<file path="src/rtl/whd_pkg.sv">
// ----------------------------------------------------------------------------
// whd_pkg
// Shared constants for the weighted 3x3 half-size downsampler.
// ----------------------------------------------------------------------------
package whd_pkg;

   localparam int CFG_BITS     = 13;
   localparam int ROW_BITS     = 12;
   localparam int HEIGHT_LIMIT = 4096;
   localparam int DIV_BITS     = 9;
   localparam int WSUM_BITS    = 5;
   localparam int CSR_ADDR_W   = 3;
   localparam int CSR_DATA_W   = 32;

   localparam logic [CFG_BITS-1:0] WIDTH_RESET  = 13'd640;
   localparam logic [CFG_BITS-1:0] HEIGHT_RESET = 13'd480;

   // register index, taken from paddr[2]
   localparam logic REG_IN_WIDTH  = 1'b0;
   localparam logic REG_IN_HEIGHT = 1'b1;

   // sums of the weights left in one axis: centre, centre+one side, all three
   localparam logic [WSUM_BITS-1:0] WSUM_C   = 5'd10;
   localparam logic [WSUM_BITS-1:0] WSUM_CS  = 5'd13;
   localparam logic [WSUM_BITS-1:0] WSUM_CSS = 5'd16;

   // normaliser weights that can occur (products of the sums above)
   localparam logic [DIV_BITS-1:0] WT_100 = 9'd100;
   localparam logic [DIV_BITS-1:0] WT_130 = 9'd130;
   localparam logic [DIV_BITS-1:0] WT_160 = 9'd160;
   localparam logic [DIV_BITS-1:0] WT_169 = 9'd169;
   localparam logic [DIV_BITS-1:0] WT_208 = 9'd208;
   localparam logic [DIV_BITS-1:0] WT_256 = 9'd256;

endpackage

</file>
<file path="src/rtl/whd_recip_div.sv">
// ----------------------------------------------------------------------------
// whd_recip_div
// Divides the rounded window sum by its weight total (one of six constants)
// through a reciprocal multiply and a single correction step. Four stages,
// each with its own valid bit, the last one being the output register.
// ----------------------------------------------------------------------------
module whd_recip_div #(
   parameter int SAMPLE_BITS = 16
) (
   input  logic                               clock,
   input  logic                               reset,
   input  logic                               in_valid,
   output logic                               in_ready,
   input  logic [SAMPLE_BITS+7:0]             in_num,
   input  logic [whd_pkg::DIV_BITS-1:0]       in_div,
   input  logic                               in_last,
   output logic                               out_valid,
   input  logic                               out_ready,
   output logic [SAMPLE_BITS-1:0]             out_quot,
   output logic                               out_last
);

   localparam int NW = SAMPLE_BITS + 8;
   localparam int RW = NW - 6;
   localparam int DW = whd_pkg::DIV_BITS;

   localparam logic [RW-1:0] RECIP_100 = RW'((64'd1 << NW) / 64'd100);
   localparam logic [RW-1:0] RECIP_130 = RW'((64'd1 << NW) / 64'd130);
   localparam logic [RW-1:0] RECIP_160 = RW'((64'd1 << NW) / 64'd160);
   localparam logic [RW-1:0] RECIP_169 = RW'((64'd1 << NW) / 64'd169);
   localparam logic [RW-1:0] RECIP_208 = RW'((64'd1 << NW) / 64'd208);
   localparam logic [RW-1:0] RECIP_256 = RW'((64'd1 << NW) / 64'd256);

   function automatic logic [RW-1:0] recip_of(input logic [DW-1:0] d);
      logic [RW-1:0] r;
      case (d)
         whd_pkg::WT_100: r = RECIP_100;
         whd_pkg::WT_130: r = RECIP_130;
         whd_pkg::WT_160: r = RECIP_160;
         whd_pkg::WT_169: r = RECIP_169;
         whd_pkg::WT_208: r = RECIP_208;
         default:         r = RECIP_256;
      endcase
      return r;
   endfunction

   // stage 0: operands
   logic          s0_valid_ff, s0_valid_in;
   logic [NW-1:0] s0_num_ff;
   logic [DW-1:0] s0_div_ff;
   logic          s0_last_ff;
   // stage 1: num * reciprocal
   logic             s1_valid_ff, s1_valid_in;
   logic [NW+RW-1:0] s1_prod_ff;
   logic [NW-1:0]    s1_num_ff;
   logic [DW-1:0]    s1_div_ff;
   logic             s1_last_ff;
   // stage 2: estimate * divisor
   logic             s2_valid_ff, s2_valid_in;
   logic [RW-1:0]    s2_quot_ff;
   logic [RW+DW-1:0] s2_back_ff;
   logic [NW-1:0]    s2_num_ff;
   logic [DW-1:0]    s2_div_ff;
   logic             s2_last_ff;
   // output register
   logic                   out_valid_ff, out_valid_in;
   logic [SAMPLE_BITS-1:0] out_quot_ff;
   logic                   out_last_ff;

   logic          go0, go1, go2, go3;
   logic [RW-1:0] est;
   logic [NW-1:0] rem;
   logic [RW-1:0] quot_fix;

   assign go3 = !out_valid_ff || out_ready;
   assign go2 = !s2_valid_ff || go3;
   assign go1 = !s1_valid_ff || go2;
   assign go0 = !s0_valid_ff || go1;
   assign in_ready = go0;

   assign s0_valid_in  = go0 ? in_valid : s0_valid_ff;
   assign s1_valid_in  = go1 ? s0_valid_ff : s1_valid_ff;
   assign s2_valid_in  = go2 ? s1_valid_ff : s2_valid_ff;
   assign out_valid_in = go3 ? s2_valid_ff : out_valid_ff;

   assign est      = s1_prod_ff[NW+RW-1:NW];
   assign rem      = s2_num_ff - s2_back_ff[NW-1:0];
   assign quot_fix = (rem >= NW'(s2_div_ff)) ? s2_quot_ff + RW'(1) : s2_quot_ff;

   always_ff @(posedge clock) begin
      if (reset) begin
         s0_valid_ff  <= 1'b0;
         s1_valid_ff  <= 1'b0;
         s2_valid_ff  <= 1'b0;
         out_valid_ff <= 1'b0;
      end else begin
         s0_valid_ff  <= s0_valid_in;
         s1_valid_ff  <= s1_valid_in;
         s2_valid_ff  <= s2_valid_in;
         out_valid_ff <= out_valid_in;
      end
   end

   always_ff @(posedge clock) begin
      if (go0) begin
         s0_num_ff  <= in_num;
         s0_div_ff  <= in_div;
         s0_last_ff <= in_last;
      end
      if (go1) begin
         s1_prod_ff <= (NW+RW)'(s0_num_ff) * (NW+RW)'(recip_of(s0_div_ff));
         s1_num_ff  <= s0_num_ff;
         s1_div_ff  <= s0_div_ff;
         s1_last_ff <= s0_last_ff;
      end
      if (go2) begin
         s2_quot_ff <= est;
         s2_back_ff <= (RW+DW)'(est) * (RW+DW)'(s1_div_ff);
         s2_num_ff  <= s1_num_ff;
         s2_div_ff  <= s1_div_ff;
         s2_last_ff <= s1_last_ff;
      end
      if (go3) begin
         out_quot_ff <= quot_fix[SAMPLE_BITS-1:0];
         out_last_ff <= s2_last_ff;
      end
   end

   assign out_valid = out_valid_ff;
   assign out_quot  = out_quot_ff;
   assign out_last  = out_last_ff;

endmodule

</file>
<file path="config.mk">
export PLATFORM = sky130hd
export DESIGN_NAME = whd_recip_div
export DESIGN_NICKNAME = d
export VERILOG_FILES = /design/src/rtl/whd_pkg.sv /design/src/rtl/whd_recip_div.sv
export SDC_FILE = /design/constraint.sdc
export NUM_CORES = 2
export LEC_CHECK = 0
export ABC_CLOCK_PERIOD_IN_PS = 10800
export BUFFER_PORTS_ARGS = -buffer_cell sky130_fd_sc_hd__buf_2
export CAP_MARGIN = 20
export CORE_ASPECT_RATIO = 0.9
export CORE_MARGIN = 2
export CORE_UTILIZATION = 31
export CTS_CLUSTER_DIAMETER = 80
export CTS_CLUSTER_SIZE = 40
export DETAILED_ROUTE_END_ITERATION = 8
export PLACE_DENSITY = 0.57
export SETUP_SLACK_MARGIN = 0.15
export SLEW_MARGIN = 20
export SYNTH_ARGS = -nofsm -noshare
export SYNTH_HDL_FRONTEND = slang
export SYNTH_SLANG_ARGS = --single-unit
</file>
<file path="constraint.sdc">
create_clock -name clock -period 10.8 [get_ports clock]
set_input_delay 0.54 -clock clock [delete_from_list [all_inputs] [get_ports clock]]
set_output_delay 0.54 -clock clock [all_outputs]
set_load 0.03 [all_outputs]
</file>
==> qor.txt <==
asr flop ratio synth = 0%
WP data required = 11.01 ns
post-synth cell types = 68
Combinational Power Share = 53.1%
post-synthesis mux area share = 0.219%
CTS max path bufs = 2
TritonCTS Buffers = 17
FF/Latch Area = 5400 um^2
H-tree depth = 4
unrepaired setup endpoints after global routing = false
num rows = 97
Slew HR = 33.8%
Sum Neg Setup Slack = 0 ns
number of synthesized flops with an enable pin = 177
clock share of power = 18.3%
internal power = 2.16 mW
TritonCTS clock tree = built
PD cells = 136 nW/um^2
Die X = 300 um
Worst Max-Slew Pin Slew = 0.994 ns
crit path launch type = flop
top cells by area, synth = fa_1 35%, edfxtp_1 22%, ha_1 11%
net switching power = 1.45 mW
GRT Resource Usage Total = 15.6%
adder-cell share of the synthesized area = 46.0%
largest family of logic cells by synthesized area = adder cells
DP Area = 25,900 um^2
final hold viol count = 0
Syn Nets = 3,083
Synth Instances = 2,404
largest net degree at the start of global routing = 68
Final setup viols = 0
1st-pass router iterations = 5
CTS clock-pin slew for the worst setup and hold paths = 0.09 ns
Post-Synth Simple-Gate Area = 13.5%
sw frac = 40.2%
Initial Utilization = 31.4%
Core Area = 78,000 um^2
Synth Cell Area = 24,500 um^2
P_leak = 13.0 nW
Die Footprint = 81,300 um^2
CP Class = reg2reg
grt ovf = 0
min Tclk post-route = 9.19 ns
detailed placement HPWL = 49.0 mm
status = finished clean
final WL = 60.1 mm
Routability Congestion = 0.872
sequential power share = 28.6%
Final period util = 85.1%
post-synth top area share = 35.4%
layout cell share with drive strength beyond 1 = 5.49%
maximum VDD drop = 0.134 mV
post-route design area = 26,500 um^2
antenna violations before repair = 0
final core occ = 34.0%
CP max FO = 25
class of the worst hold path = in2reg
Die Y = 271 um
Post-CTS Setup Bufs = 0
post-cts sizing count = 0
area leader, netlist = fa_1
post-route antenna net violation count = 0
fin nets = 3,090
drt initial violations = 1,036
io pins = 57
most frequent cell after synthesis = inv_1
register area share after synthesis = 22.0%
number of global-route vias before repair = 16,800
Hold Buf Count CTS = 0
routed vias = 16,000
Fmax achieved = 109 MHz
area delta synth->final = 8.15%
latest clock arrival within the worst-skew pair = 0.49 ns
complex-gate fraction of the synthesized area = 5.81%
most frequent cells after synthesis = 573 x inv_1, 434 x fa_1, 216 x nand2_1, 207 x ha_1, 189 x and2_1
# DRC = 0
DR vias/cell = 4.63
clock sinks = 181
first-pass GRT wire length = 97.0 mm
Mapped Avg Cell Area = 10.2 um^2
fin. max-slew vios = 0
Ys Warns = 0
max cap viols = 0
crit path capture type = flop
area of the multi-input gates = 16,700 um^2
CTS root buf = clkbuf_16
Synth Register Bits = 181
# fillers = 7,976
Worst EP arrival = 9.40 ns
clock skew = 0.0276 ns
xor/xnor cell area share of the yosys netlist = 2.43%
Port Buffers = 56
Top FF cell, synth = edfxtp_1
DR WL/cell = 17.3 um
## stage by stage
stage	worst slack (ns)	hold WS (ns)	cells	power (mW)
2_1_floorplan	3.09	0.400	2404	2.53
3_3_place_gp	1.80	0.401	3431	2.95
3_5_place_dp	1.60	0.405	3431	2.96
4_1_cts	1.68	0.197	3463	3.64
5_1_grt	1.14	0.211	3463	3.97
6_report	1.61	0.228	3464	3.60
## flip-flops by register name, indices dropped and copies added, names as in the netlist
name / flops
s1_valid_ff: 1
s0_valid_ff: 1
s2_back_ff: 24
s1_prod_ff: 18
s1_last_ff: 1
s2_valid_ff: 1
s1_num_ff: 24
out_last: 1
s1_div_ff: 9
out_valid: 1
s2_last_ff: 1
s0_div_ff: 9
s2_num_ff: 24
s0_last_ff: 1
s2_quot_ff: 16
out_quot: 16
s0_num_ff: 24
s2_div_ff: 9
## cells by family after synthesis
| family | count (synthesis) |
|---|---|
| AOI/OAI and AO/OA | 218 |
| xor gates and xnor gates | 68 |
| adders and majority gates | 641 |
| buffers and inverters | 655 |
| DFF | 181 |
| muxes | 5 |
| and+or+nand+nor | 636 |
## power groups by stage
| stage | Combinational, mW | Clock (mW) | Sequential [mW] |
|---|---|---|---|
| finish | 1.91 | 0.659 | 1.03 |
| CTS | 1.93 | 0.679 | 1.03 |
| global route | 2.23 | 0.704 | 1.04 |
| floorplan | 1.52 | 0 | 1.00 |
| global placement | 1.90 | 0 | 1.05 |
| detailed placement | 1.92 | 0 | 1.05 |
## critical path, stage by stage, from the launching register on
cell and delay (ns):
edfxtp_1 0.45, or4b_2 0.71, nor3_2 0.18, buf_4 0.29, a31o_2 0.21, or2_2 0.50
nand2b_1 0.84, and2_1 0.25, fa_1 0.41, inv_1 0.08, fa_1 0.43, fa_1 0.52
inv_1 0.06, fa_1 0.48, fa_1 0.49, inv_1 0.05, fa_1 0.47, inv_1 0.04
ha_1 0.30, a211o_1 0.30, a21oi_1 0.15, o211ai_1 0.13, o2111ai_1 0.49, a21boi_0 0.26
o21ai_0 0.26, a21boi_0 0.20, nor4_1 0.29, a311oi_1 0.08
## layout by cell type (no fill, tap or decap), types with 3 or more instances in the layout
master / count
inv_1: 572
fa_1: 434
nand2_1: 214
ha_1: 207
and2_1: 189
edfxtp_1: 177
nor2_1: 71
o21ai_0: 60
buf_2: 56
xnor2_1: 53
a21oi_1: 53
and3_1: 35
nor2b_1: 28
a21o_1: 22
o21a_1: 19
nand4_1: 17
clkbuf_16: 17
nand2b_1: 16
xor2_1: 15
nand3_1: 14
buf_4: 14
nor3_1: 12
or2_2: 11
o21bai_1: 9
o211ai_1: 7
a31oi_1: 6
and4_1: 5
a211oi_1: 5
a21boi_0: 5
inv_6: 4
dfxtp_1: 4
a211o_1: 3
or3_1: 3
o31ai_1: 3
nand3_2: 3
clkinvlp_4: 3
clkinv_2: 3
bufinv_16: 3
## cell type report
class / count / area share, %
multi-input cells: 1568 / 62.9
flip-flops and latches: 181 / 20.4
inverters: 573 / 8.11
well taps: 1039 / 4.90
clock buffers: 18 / 1.62
repair buffers: 70 / 1.45
clock inverters: 14 / 0.656
diodes: 1 / 0.00944
## path summary, 6_finish.rpt
| path | from | to | slack (ns) | cells past startpoint |
|---|---|---|---|---|
| worst max-delay path | s0_div_ff[1]$_DFFE_PP_ | s1_prod_ff[41]$_DFFE_PP_ | 1.61 | 27 |
| worst min-delay path | in_num[17] | s0_num_ff[17]$_DFFE_PP_ | 0.23 | 1 |
| worst max register to register | s0_div_ff[1]$_DFFE_PP_ | s1_prod_ff[41]$_DFFE_PP_ | 1.61 | 27 |
| worst min register to register | s1_num_ff[19]$_DFFE_PP_ | s2_num_ff[19]$_DFFE_PP_ | 0.40 | 0 |
## per-layer routing
metal | part of all wire [%] | vias up | global-route usage (%)
met1 | 48 | 8187 | 22.6
li1 | - | 7465 | -
met4 | 1.5 | 0 | 3.54
met2 | 46 | 352 | 24.2
met5 | 0 | - | 0
met3 | 5.1 | 39 | 2.73
Note: power is estimated with default switching activity, not from simulation.
